`src/sv/litu_pkg.sv`:
```
package litu_pkg;

    localparam int TIME_W = 64;
    localparam int CMD_W = 3;
    localparam int CFG_W = 32;
    localparam int CFG_IDX_W = 8;
    localparam int DIV_STEPS = TIME_W;
    localparam int DIV_CNT_W = $clog2(DIV_STEPS);

    localparam logic [CMD_W-1:0] CMD_UPDATE = 3'd0;
    localparam logic [CMD_W-1:0] CMD_RESET = 3'd1;
    localparam logic [CMD_W-1:0] CMD_RESET_PERIOD = 3'd2;
    localparam logic [CMD_W-1:0] CMD_EVERY = 3'd3;
    localparam logic [CMD_W-1:0] CMD_QUERY = 3'd4;

    localparam logic [CFG_IDX_W-1:0] CFG_FIRST_INTERVAL = 8'd0;
    localparam logic [CFG_IDX_W-1:0] CFG_MIN_INTERVAL = 8'd1;
    localparam logic [CFG_IDX_W-1:0] CFG_MAX_INTERVAL = 8'd2;
    localparam logic [CFG_IDX_W-1:0] CFG_PERIOD_LENGTH = 8'd3;

    // controller to datapath
    typedef struct packed {
        logic load_in;
        logic apply;
        logic div_init;
        logic div_step;
        logic div_finish;
        logic report;
    } litu_cmd_t;

    // datapath to controller
    typedef struct packed {
        logic [CMD_W-1:0] cmd;
        logic             started;
        logic             period_nz;
        logic             el_ge_period;
        logic             out_free;
    } litu_sts_t;

endpackage

```
`src/sv/litu_req_if.sv`:
```
interface litu_req_if
    import litu_pkg::*;
();
    logic              valid;
    logic              ready;
    logic [CMD_W-1:0]  cmd;
    logic [TIME_W-1:0] now_us;

    modport source (output valid, output cmd, output now_us, input ready);
    modport sink (input valid, input cmd, input now_us, output ready);
endinterface

```
`src/sv/litu_rsp_if.sv`:
```
interface litu_rsp_if
    import litu_pkg::*;
();
    logic              valid;
    logic              ready;
    logic [TIME_W-1:0] interval_us;
    logic              fired;
    logic              expired;
    logic [TIME_W-1:0] since_start_us;
    logic [TIME_W-1:0] since_update_us;
    logic              running;

    modport source (output valid, output interval_us, output fired, output expired,
                    output since_start_us, output since_update_us, output running,
                    input ready);
    modport sink (input valid, input interval_us, input fired, input expired,
                  input since_start_us, input since_update_us, input running,
                  output ready);
endinterface

```
`src/sv/litu_cfg_if.sv`:
```
interface litu_cfg_if
    import litu_pkg::*;
();
    logic                 valid;
    logic                 ready;
    logic [CFG_IDX_W-1:0] index;
    logic [CFG_W-1:0]     data;

    modport source (output valid, output index, output data, input ready);
    modport sink (input valid, input index, input data, output ready);
endinterface

```
`src/sv/litu_ctrl.sv`:
```
module litu_ctrl
    import litu_pkg::*;
(
    input  logic      clk,
    input  logic      rst_n,
    input  logic      in_valid,
    output logic      in_ready,
    input  litu_sts_t sts,
    output litu_cmd_t cmd
);

    localparam logic [2:0] ST_IDLE = 3'd0;
    localparam logic [2:0] ST_EXEC = 3'd1;
    localparam logic [2:0] ST_DIV = 3'd2;
    localparam logic [2:0] ST_FIN = 3'd3;
    localparam logic [2:0] ST_REPORT = 3'd4;

    logic [2:0]           state_reg;
    logic [2:0]           state_next;
    logic [DIV_CNT_W-1:0] cnt_reg;
    logic [DIV_CNT_W-1:0] cnt_next;
    logic                 need_div;

    assign in_ready = (state_reg == ST_IDLE);
    assign need_div = (sts.cmd == CMD_EVERY) && sts.started && sts.period_nz
                      && sts.el_ge_period;

    always_comb
    begin
        state_next = state_reg;
        cnt_next = cnt_reg;
        cmd = '0;
        case (state_reg)
            ST_IDLE:
            begin
                if (in_valid)
                begin
                    cmd.load_in = 1'b1;
                    state_next = ST_EXEC;
                end
            end
            ST_EXEC:
            begin
                if (need_div)
                begin
                    cmd.div_init = 1'b1;
                    cnt_next = '0;
                    state_next = ST_DIV;
                end
                else
                begin
                    cmd.apply = 1'b1;
                    state_next = ST_REPORT;
                end
            end
            ST_DIV:
            begin
                cmd.div_step = 1'b1;
                cnt_next = cnt_reg + 1'b1;
                if (cnt_reg == DIV_CNT_W'(DIV_STEPS - 1))
                begin
                    state_next = ST_FIN;
                end
            end
            ST_FIN:
            begin
                cmd.div_finish = 1'b1;
                state_next = ST_REPORT;
            end
            ST_REPORT:
            begin
                if (sts.out_free)
                begin
                    cmd.report = 1'b1;
                    state_next = ST_IDLE;
                end
            end
            default:
            begin
                state_next = ST_IDLE;
            end
        endcase
    end

    always_ff @(posedge clk or negedge rst_n)
    begin
        if (!rst_n)
        begin
            state_reg <= ST_IDLE;
            cnt_reg <= '0;
        end
        else
        begin
            state_reg <= state_next;
            cnt_reg <= cnt_next;
        end
    end

`ifndef NO_ASSERTIONS
    a_div_runs_full: assert property (@(posedge clk) disable iff (!rst_n)
        (state_reg == ST_DIV && cnt_reg == '0) |-> $past(state_reg) == ST_EXEC)
        else $error("divider entered without init");
    a_ready_only_idle: assert property (@(posedge clk) disable iff (!rst_n)
        cmd.load_in |=> state_reg == ST_EXEC && !in_ready)
        else $error("controller took a request outside idle");
    a_fin_after_div: assert property (@(posedge clk) disable iff (!rst_n)
        state_reg == ST_FIN |-> $past(state_reg) == ST_DIV
        && $past(cnt_reg) == DIV_CNT_W'(DIV_STEPS - 1))
        else $error("finish without full division");
`endif

endmodule

```
`src/sv/litu_dp.sv`:
```
module litu_dp
    import litu_pkg::*;
(
    input  logic                 clk,
    input  logic                 rst_n,
    input  litu_cmd_t            cmd,
    output litu_sts_t            sts,
    input  logic [CMD_W-1:0]     in_cmd,
    input  logic [TIME_W-1:0]    in_now_us,
    input  logic                 cfg_write,
    input  logic [CFG_IDX_W-1:0] cfg_index,
    input  logic [CFG_W-1:0]     cfg_data,
    output logic                 out_valid,
    input  logic                 out_ready,
    output logic [TIME_W-1:0]    out_interval_us,
    output logic                 out_fired,
    output logic                 out_expired,
    output logic [TIME_W-1:0]    out_since_start_us,
    output logic [TIME_W-1:0]    out_since_update_us,
    output logic                 out_running
);

    // configuration
    logic [CFG_W-1:0] first_interval_reg;
    logic [CFG_W-1:0] min_interval_reg;
    logic [CFG_W-1:0] max_interval_reg;
    logic [CFG_W-1:0] period_length_reg;

    // timer state
    logic [TIME_W-1:0] start_mark_reg;
    logic [TIME_W-1:0] last_update_mark_reg;
    logic [TIME_W-1:0] anchor_mark_reg;
    logic [TIME_W-1:0] last_interval_reg;
    logic              started_reg;
    logic              fired_reg;

    // captured request
    logic [CMD_W-1:0]  cmd_reg;
    logic [TIME_W-1:0] now_reg;
    logic [TIME_W-1:0] el_reg;
    logic [TIME_W-1:0] dt_reg;

    // remainder divider
    logic [TIME_W-1:0] dvd_reg;
    logic [CFG_W-1:0]  rem_reg;
    logic [CFG_W:0]    rem_trial;
    logic [CFG_W:0]    rem_diff;

    logic [TIME_W-1:0] clamp_in;
    logic [TIME_W-1:0] clamp_out;
    logic [TIME_W-1:0] anchor_diff;
    logic              period_nz;

    function automatic logic [TIME_W-1:0] clamp_dt(
        input logic [TIME_W-1:0] dt,
        input logic [CFG_W-1:0]  lo_cfg,
        input logic [CFG_W-1:0]  hi_cfg
    );
        logic [TIME_W-1:0] lo;
        logic [TIME_W-1:0] hi;
        logic [TIME_W-1:0] res;
        lo = TIME_W'(lo_cfg);
        hi = TIME_W'(hi_cfg);
        res = dt;
        if (hi != '0 && lo > hi)
        begin
            lo = hi;
        end
        if (lo != '0 && dt < lo)
        begin
            res = lo;
        end
        if (hi != '0 && res > hi)
        begin
            res = hi;
        end
        return res;
    endfunction

    assign period_nz = (period_length_reg != '0);
    assign clamp_in = started_reg ? dt_reg : TIME_W'(first_interval_reg);
    assign clamp_out = clamp_dt(clamp_in, min_interval_reg, max_interval_reg);
    assign anchor_diff = now_reg - anchor_mark_reg;

    assign rem_trial = {rem_reg, dvd_reg[TIME_W-1]};
    assign rem_diff = rem_trial - {1'b0, period_length_reg};

    always_comb
    begin
        sts.cmd = cmd_reg;
        sts.started = started_reg;
        sts.period_nz = period_nz;
        sts.el_ge_period = (el_reg >= TIME_W'(period_length_reg));
        sts.out_free = !out_valid || out_ready;
    end

    always_ff @(posedge clk or negedge rst_n)
    begin
        if (!rst_n)
        begin
            first_interval_reg <= '0;
            min_interval_reg <= '0;
            max_interval_reg <= '0;
            period_length_reg <= '0;
        end
        else if (cfg_write)
        begin
            case (cfg_index)
                CFG_FIRST_INTERVAL: first_interval_reg <= cfg_data;
                CFG_MIN_INTERVAL:   min_interval_reg <= cfg_data;
                CFG_MAX_INTERVAL:   max_interval_reg <= cfg_data;
                CFG_PERIOD_LENGTH:  period_length_reg <= cfg_data;
                default:            ;
            endcase
        end
    end

    always_ff @(posedge clk)
    begin
        if (cmd.load_in)
        begin
            cmd_reg <= in_cmd;
            now_reg <= in_now_us;
            el_reg <= in_now_us - anchor_mark_reg;
            dt_reg <= in_now_us - last_update_mark_reg;
        end
        if (cmd.div_init)
        begin
            dvd_reg <= el_reg;
            rem_reg <= '0;
        end
        else if (cmd.div_step)
        begin
            dvd_reg <= {dvd_reg[TIME_W-2:0], 1'b0};
            rem_reg <= rem_diff[CFG_W] ? rem_trial[CFG_W-1:0] : rem_diff[CFG_W-1:0];
        end
    end

    always_ff @(posedge clk or negedge rst_n)
    begin
        if (!rst_n)
        begin
            start_mark_reg <= '0;
            last_update_mark_reg <= '0;
            anchor_mark_reg <= '0;
            last_interval_reg <= '0;
            started_reg <= 1'b0;
            fired_reg <= 1'b0;
        end
        else if (cmd.apply)
        begin
            fired_reg <= 1'b0;
            case (cmd_reg)
                CMD_UPDATE:
                begin
                    last_update_mark_reg <= now_reg;
                    last_interval_reg <= clamp_out;
                    if (!started_reg)
                    begin
                        start_mark_reg <= now_reg;
                        anchor_mark_reg <= now_reg;
                        started_reg <= 1'b1;
                    end
                end
                CMD_RESET:
                begin
                    start_mark_reg <= now_reg;
                    last_update_mark_reg <= now_reg;
                    anchor_mark_reg <= now_reg;
                    last_interval_reg <= '0;
                    started_reg <= 1'b1;
                end
                CMD_RESET_PERIOD:
                begin
                    anchor_mark_reg <= now_reg;
                    if (!started_reg)
                    begin
                        start_mark_reg <= now_reg;
                        last_update_mark_reg <= now_reg;
                        started_reg <= 1'b1;
                    end
                end
                CMD_EVERY:
                begin
                    if (period_nz && !started_reg)
                    begin
                        start_mark_reg <= now_reg;
                        last_update_mark_reg <= now_reg;
                        anchor_mark_reg <= now_reg;
                        last_interval_reg <= '0;
                        started_reg <= 1'b1;
                    end
                end
                default:
                begin
                end
            endcase
        end
        else if (cmd.div_finish)
        begin
            // anchor + el - el mod period lands on now minus the remainder
            anchor_mark_reg <= now_reg - TIME_W'(rem_reg);
            fired_reg <= 1'b1;
        end
    end

    always_ff @(posedge clk or negedge rst_n)
    begin
        if (!rst_n)
        begin
            out_valid <= 1'b0;
        end
        else if (cmd.report)
        begin
            out_valid <= 1'b1;
        end
        else if (out_ready)
        begin
            out_valid <= 1'b0;
        end
    end

    always_ff @(posedge clk)
    begin
        if (cmd.report)
        begin
            out_interval_us <= last_interval_reg;
            out_fired <= fired_reg;
            out_expired <= started_reg && period_nz
                           && (anchor_diff >= TIME_W'(period_length_reg));
            out_since_start_us <= started_reg ? (now_reg - start_mark_reg) : '0;
            out_since_update_us <= started_reg ? (now_reg - last_update_mark_reg) : '0;
            out_running <= started_reg;
        end
    end

`ifndef NO_ASSERTIONS
    a_rem_below_period: assert property (@(posedge clk) disable iff (!rst_n)
        cmd.div_step |=> rem_reg < period_length_reg)
        else $error("remainder not below period");
    a_fire_sets_flag: assert property (@(posedge clk) disable iff (!rst_n)
        cmd.div_finish |=> fired_reg && started_reg)
        else $error("fire did not set flag");
    a_report_when_free: assert property (@(posedge clk) disable iff (!rst_n)
        cmd.report |-> (!out_valid || out_ready))
        else $error("result overwritten while held");
    a_fired_not_expired: assert property (@(posedge clk) disable iff (!rst_n)
        cmd.report && fired_reg |=> !out_expired)
        else $error("fired result still expired");
`endif

endmodule

```
`src/sv/loop_interval_timer_unit.sv`:
```
// Loop interval timer for control loops, driven by a free-running microsecond
// timestamp carried with every request.
// Channels: req (sink) carries cmd and now_us; rsp (source) returns one result
// per request; cfg (sink) writes first_interval, min_interval, max_interval and
// period_length at index 0 to 3. cfg is always ready; the user must write it
// only while idle, as the block does not enforce this. Each request is
// captured and applied, and its result is then registered once the output
// register is free; an every command that fires instead runs the bit-serial
// remainder unit that realigns the period anchor (one quotient bit per cycle
// over the 64-bit elapsed time) and applies the new anchor. req.ready is high
// only while the controller is idle, so requests are taken one at a time,
// none before the last result is registered.
// Reset clears all configuration, marks, the stored interval and the running
// flag; the timer stays stopped until update, reset, reset_period, or every
// with a nonzero period, starts it. When the receiver stalls, the result waits
// in the output register while the next request is accepted and processed;
// that request's result is held back until the output register is taken.
module loop_interval_timer_unit
    import litu_pkg::*;
(
    input logic    clk,
    input logic    rst_n,
    litu_req_if.sink   req,
    litu_rsp_if.source rsp,
    litu_cfg_if.sink   cfg
);

    litu_cmd_t ctrl_cmd;
    litu_sts_t dp_sts;
    logic      in_ready;

    // accept configuration at any time; the user writes only while idle
    assign cfg.ready = 1'b1;
    assign req.ready = in_ready;

    litu_ctrl u_ctrl (
        .clk      (clk),
        .rst_n    (rst_n),
        .in_valid (req.valid),
        .in_ready (in_ready),
        .sts      (dp_sts),
        .cmd      (ctrl_cmd)
    );

    litu_dp u_dp (
        .clk                 (clk),
        .rst_n               (rst_n),
        .cmd                 (ctrl_cmd),
        .sts                 (dp_sts),
        .in_cmd              (req.cmd),
        .in_now_us           (req.now_us),
        .cfg_write           (cfg.valid),
        .cfg_index           (cfg.index),
        .cfg_data            (cfg.data),
        .out_valid           (rsp.valid),
        .out_ready           (rsp.ready),
        .out_interval_us     (rsp.interval_us),
        .out_fired           (rsp.fired),
        .out_expired         (rsp.expired),
        .out_since_start_us  (rsp.since_start_us),
        .out_since_update_us (rsp.since_update_us),
        .out_running         (rsp.running)
    );

endmodule
```
`src/flat_wrapper.sv`:
```
// flat-port wrapper written by rule: the top's interface ports become plain ports
module loop_interval_timer_unit_flat import litu_pkg::*;
  (clk, rst_n, req_valid, req_cmd, req_now_us, req_ready, rsp_valid, rsp_interval_us, rsp_fired, rsp_expired, rsp_since_start_us, rsp_since_update_us, rsp_running, rsp_ready, cfg_valid, cfg_index, cfg_data, cfg_ready);
  litu_req_if req_i ();
  litu_rsp_if rsp_i ();
  litu_cfg_if cfg_i ();
  input logic clk;
  input logic rst_n;
  input wire logic [$bits(req_i.valid)-1:0] req_valid;
  input wire logic [$bits(req_i.cmd)-1:0] req_cmd;
  input wire logic [$bits(req_i.now_us)-1:0] req_now_us;
  output wire logic [$bits(req_i.ready)-1:0] req_ready;
  output wire logic [$bits(rsp_i.valid)-1:0] rsp_valid;
  output wire logic [$bits(rsp_i.interval_us)-1:0] rsp_interval_us;
  output wire logic [$bits(rsp_i.fired)-1:0] rsp_fired;
  output wire logic [$bits(rsp_i.expired)-1:0] rsp_expired;
  output wire logic [$bits(rsp_i.since_start_us)-1:0] rsp_since_start_us;
  output wire logic [$bits(rsp_i.since_update_us)-1:0] rsp_since_update_us;
  output wire logic [$bits(rsp_i.running)-1:0] rsp_running;
  input wire logic [$bits(rsp_i.ready)-1:0] rsp_ready;
  input wire logic [$bits(cfg_i.valid)-1:0] cfg_valid;
  input wire logic [$bits(cfg_i.index)-1:0] cfg_index;
  input wire logic [$bits(cfg_i.data)-1:0] cfg_data;
  output wire logic [$bits(cfg_i.ready)-1:0] cfg_ready;
  assign req_i.valid = req_valid;
  assign req_i.cmd = req_cmd;
  assign req_i.now_us = req_now_us;
  assign req_ready = req_i.ready;
  assign rsp_valid = rsp_i.valid;
  assign rsp_interval_us = rsp_i.interval_us;
  assign rsp_fired = rsp_i.fired;
  assign rsp_expired = rsp_i.expired;
  assign rsp_since_start_us = rsp_i.since_start_us;
  assign rsp_since_update_us = rsp_i.since_update_us;
  assign rsp_running = rsp_i.running;
  assign rsp_i.ready = rsp_ready;
  assign cfg_i.valid = cfg_valid;
  assign cfg_i.index = cfg_index;
  assign cfg_i.data = cfg_data;
  assign cfg_ready = cfg_i.ready;
  loop_interval_timer_unit u_core (.clk(clk), .rst_n(rst_n), .req(req_i), .rsp(rsp_i), .cfg(cfg_i));
endmodule
```
`config.mk`:
```
export PLATFORM = sky130hd
export DESIGN_NAME = loop_interval_timer_unit_flat
export DESIGN_NICKNAME = d
export VERILOG_FILES = /design/src/sv/litu_pkg.sv /design/src/sv/litu_req_if.sv /design/src/sv/litu_rsp_if.sv /design/src/sv/litu_cfg_if.sv /design/src/sv/litu_ctrl.sv /design/src/sv/litu_dp.sv /design/src/sv/loop_interval_timer_unit.sv /design/src/flat_wrapper.sv
export SDC_FILE = /design/constraint.sdc
export NUM_CORES = 2
export LEC_CHECK = 0
export BUFFER_PORTS_ARGS = -buffer_cell sky130_fd_sc_hd__buf_2
export CAP_MARGIN = 10
export CORE_UTILIZATION = 40
export CTS_BUF_LIST = sky130_fd_sc_hd__clkbuf_16
export CTS_CLUSTER_DIAMETER = 120
export DETAILED_ROUTE_END_ITERATION = 8
export PLACE_DENSITY = 0.66
export SLEW_MARGIN = 20
export SYNTH_ARGS = -nofsm -noshare
export SYNTH_HDL_FRONTEND = slang
export SYNTH_SLANG_ARGS = --single-unit
```
`constraint.sdc`:
```
create_clock -name clk -period 14.2 [get_ports clk]
set_input_delay 0.71 -clock clk [delete_from_list [all_inputs] [get_ports clk]]
set_output_delay 0.71 -clock clk [all_outputs]
set_load 0.03 [all_outputs]
```
==> results_dict.tcl <==
set metrics [dict create \
    run_status "finished clean" \
    maxClockFrequency_ghz 0.103 \
    switching_power_mw 7.48 \
    layout_commonest_cell "ha_1" \
    clock-sinks 882 \
    critPathMaxFanout 23 \
    grt_usage_pct 23.4 \
    fp-row-count 138 \
    die-width_um 380 \
    syn_to_final_growth_pct 12.6 \
    setup_viol 0 \
    synth.avg_cell_area_um2 9.91 \
    detail_routed_via_count_per_cell 5.64 \
    ys_seq_elements 882 \
    drv_slew 0 \
    chipHeight_um 380 \
    wire_per_inst_um 21.6 \
    detail_route.first_pass.iterations 6 \
    cts.root.buffer_cell "clkbuf_16" \
    power.share.combinational_pct 56.5 \
    grt_start_max_net_pins 143 \
    route.vias.total 45400 \
    postSynth.asyncResetShare_pct 44.9 \
    yosys.cell_types.count 88 \
    maxCapViolCount 0 \
    initial_standard_cell_utilization_of_the_core_pct 40.4 \
    critPathSlowestCell "a311oi_4" \
    filler_cell_count 13300 \
    synth_top_family_by_area "compound AO/OA/AOI/OAI gates" \
    postSynth.topFlopCell "edfxtp_1" \
    timing.max_slew.rel_slack_pct 18.8 \
    post-route-period-util_pct 68.1 \
    timing.critical_path.arrival_ns 10.33 \
    synth_seq_area_share_pct 42.2 \
    core_region_area_um2 142000 \
    cts_tree "yes" \
    share_seq_of_total_power_pct 26.8 \
    clock_power_share_pct 16.7 \
    h_tree_depth 3 \
    synth_compound_gate_area_share_pct 18.3 \
    place_area_um2 60900 \
    max-clock-path-buffers 3 \
    grt-ovfl-total 0 \
    post_synth_inst_count 5778 \
    io_buffer_count 308 \
    synthXorXnorAreaFrac_pct 5.17 \
    setup_total_negative_slack_ns 0 \
    end_kind "flop" \
    ff_latch_area_um2 24200 \
    top_level_ports 310 \
    max-vdd-ir-drop_uv 140 \
    synthSimpleGateAreaFrac_pct 12.3 \
    post-route-cell-area_um2 64500 \
    top_library_cells_by_usage_in_the_layout_fill_and_taps_aside "538 x ha_1, 462 x nand2_1, 454 x edfxtp_1" \
    cp.required_ns 14.85 \
    p_leak_nw 28.2 \
    yosys_warnings 0 \
    finalClockSkew_ns 0.0407 \
    place.gp.congestion 0.954 \
    timing.hold.worst.class "input port to flop" \
    nets 6716 \
    route.antenna.remaining_nets 0 \
    cp-start-kind "flop" \
    internal-power_mw 9.16 \
    drive_gt1_share_pct 13.1 \
    clkSlewWorstSetupHoldPaths_ns 0.06 \
    synth_area_um2 57300 \
    slowest_delay_ns 0.78 \
    hold_violations 0 \
    post_cts_buffers 0 \
    critPathKind "flop to flop" \
    worst-slew-pin-transition_ns 1.19 \
    fp.dieArea_um2 145000 \
    power_mw 16.6 \
    multi_input_comb_area_um2 30900 \
    yosys-mux-area-fraction_pct 6.07 \
    first_iter_violations 4012 \
    rsz0062_at_grt "no" \
    half_perimeter_wire_length_after_detailed_placement_mm 136 \
    period_minus_slack_ns 9.68 \
    cts_resized 0 \
    insertion_delay_of_the_later_clocked_pin_in_the_worst_skew_pair_ns 0.73 \
    first_pass_grt_wire_length_mm 261 \
    synthAdderAreaFrac_pct 12.0 \
    powerDensity_nw_per_um2 258 \
    drc 0 \
    net_count_after_synthesis 6435 \
    grt_pass1_vias 43200 \
    holdBufCountCts 1 \
    synth_edf_count 454 \
    crit_path_frequent_cell "a21o_1" \
    cts_inserted_buffers 104 \
    antenna_found_initial 24 \
    wirelength_mm 174 \
    switching_share_pct 45.0 \
]
## power by group through the flow
stage / clock network (mW) / registers [mW] / logic (mW)
6_report: 2.78 / 4.47 / 9.40
5_1_grt: 2.92 / 4.56 / 10.3
4_1_cts: 2.83 / 4.47 / 9.29
3_5_place_dp: 0 / 4.51 / 9.21
3_3_place_gp: 0 / 4.49 / 9.13
2_1_floorplan: 0 / 4.74 / 6.46
## worst max-delay path: cells and delay by family (launching register included)
family | cells | cell delay [ns]
simple gates | 11 | 3.13
compound gates | 13 | 2.98
flops | 1 | 0.44
buf+inv | 4 | 1.47
fa+ha+maj | 3 | 0.79
mux | 2 | 0.75
## per-layer routing
metal / global-route usage (%) / part of all wire [%] / up-vias
met5: 0 / 0.015 / -
met4: 7.15 / 2.9 / 4
met3: 3.65 / 6.6 / 268
met2: 35.5 / 43 / 1411
met1: 34.2 / 47 / 22000
li1: - / - / 21800
## final timing paths
kind                       cells past startpoint  slack (ns)                                end                               from
setup reg to reg                              33        4.52   u_core.u_dp.last_interval_reg[7]   u_core.u_dp.max_interval_reg[30]
hold reg to reg                                0        0.44    u_core.u_dp.out_interval_us[32]  u_core.u_dp.last_interval_reg[32]
min in group asynchronous                      2        0.59  u_core.u_dp.last_interval_reg[63]                              rst_n
setup / recovery                              33        4.52   u_core.u_dp.last_interval_reg[7]   u_core.u_dp.max_interval_reg[30]
hold / removal                                 1        0.21             u_core.u_dp.now_reg[0]                      req_now_us[0]
max in group asynchronous                      4       11.41    u_core.u_dp.min_interval_reg[8]                              rst_n
## stage by stage
stage	cells	utilization, %	hold WS (ns)	worst slack (ns)
floorplan	5778	-	0.414	6.12
global placement	7841	43.0	0.441	4.30
detailed placement	7841	43.0	0.432	4.22
CTS	8039	45.5	0.155	4.17
global route	8043	45.5	0.190	4.01
finish	8054	45.5	0.205	4.52
## synthesized netlist by cell type (all sizes together), types with 30 or more instances
| cell | n | share of area (%) |
|---|---|---|
| nand2 | 463 | 3.0 |
| dfrtp | 396 | 17 |
| nor2b | 74 | 0.81 |
| edfxtp | 454 | 24 |
| o21bai | 57 | 0.75 |
| mux2 | 249 | 4.9 |
| o21a | 84 | 1.1 |
| o22ai | 38 | 0.42 |
| a22o | 65 | 0.99 |
| a211oi | 43 | 0.56 |
| dfxtp | 32 | 1.1 |
| ha | 538 | 12 |
| clkbuf | 157 | 1.0 |
| o31ai | 32 | 0.42 |
| a21o | 258 | 3.4 |
| a21oi | 419 | 3.7 |
| nand4 | 85 | 0.93 |
| inv | 424 | 2.8 |
| nor3 | 80 | 0.70 |
| and2 | 30 | 0.33 |
| a31oi | 34 | 0.37 |
| nand2b | 77 | 0.84 |
| nor2 | 338 | 2.2 |
| o21ai | 424 | 3.7 |
| xor2 | 146 | 2.2 |
| nor4 | 58 | 0.64 |
| nand3 | 89 | 0.78 |
| and3 | 47 | 0.51 |
| xnor2 | 192 | 2.9 |
| mux2i | 67 | 1.2 |
## cell families after synthesis
logic type	after synthesis
buf+inv	597
flops	882
other cells	1
fa+ha+maj	545
mux	316
compound gates	1646
simple gates	1453
xor+xnor	338
## layout make-up
| cell class | instances | area share [%] |
|---|---|---|
| sequential | 882 | 37.5 |
| inverter | 425 | 2.48 |
| antenna | 14 | 0.0543 |
| timing repair buffer | 347 | 2.89 |
| clock buffer | 106 | 4.11 |
| clock inverter | 91 | 1.37 |
| multi-input combinational | 4299 | 47.9 |
| tap | 1890 | 3.67 |
Note: power is estimated with default switching activity, not from simulation.
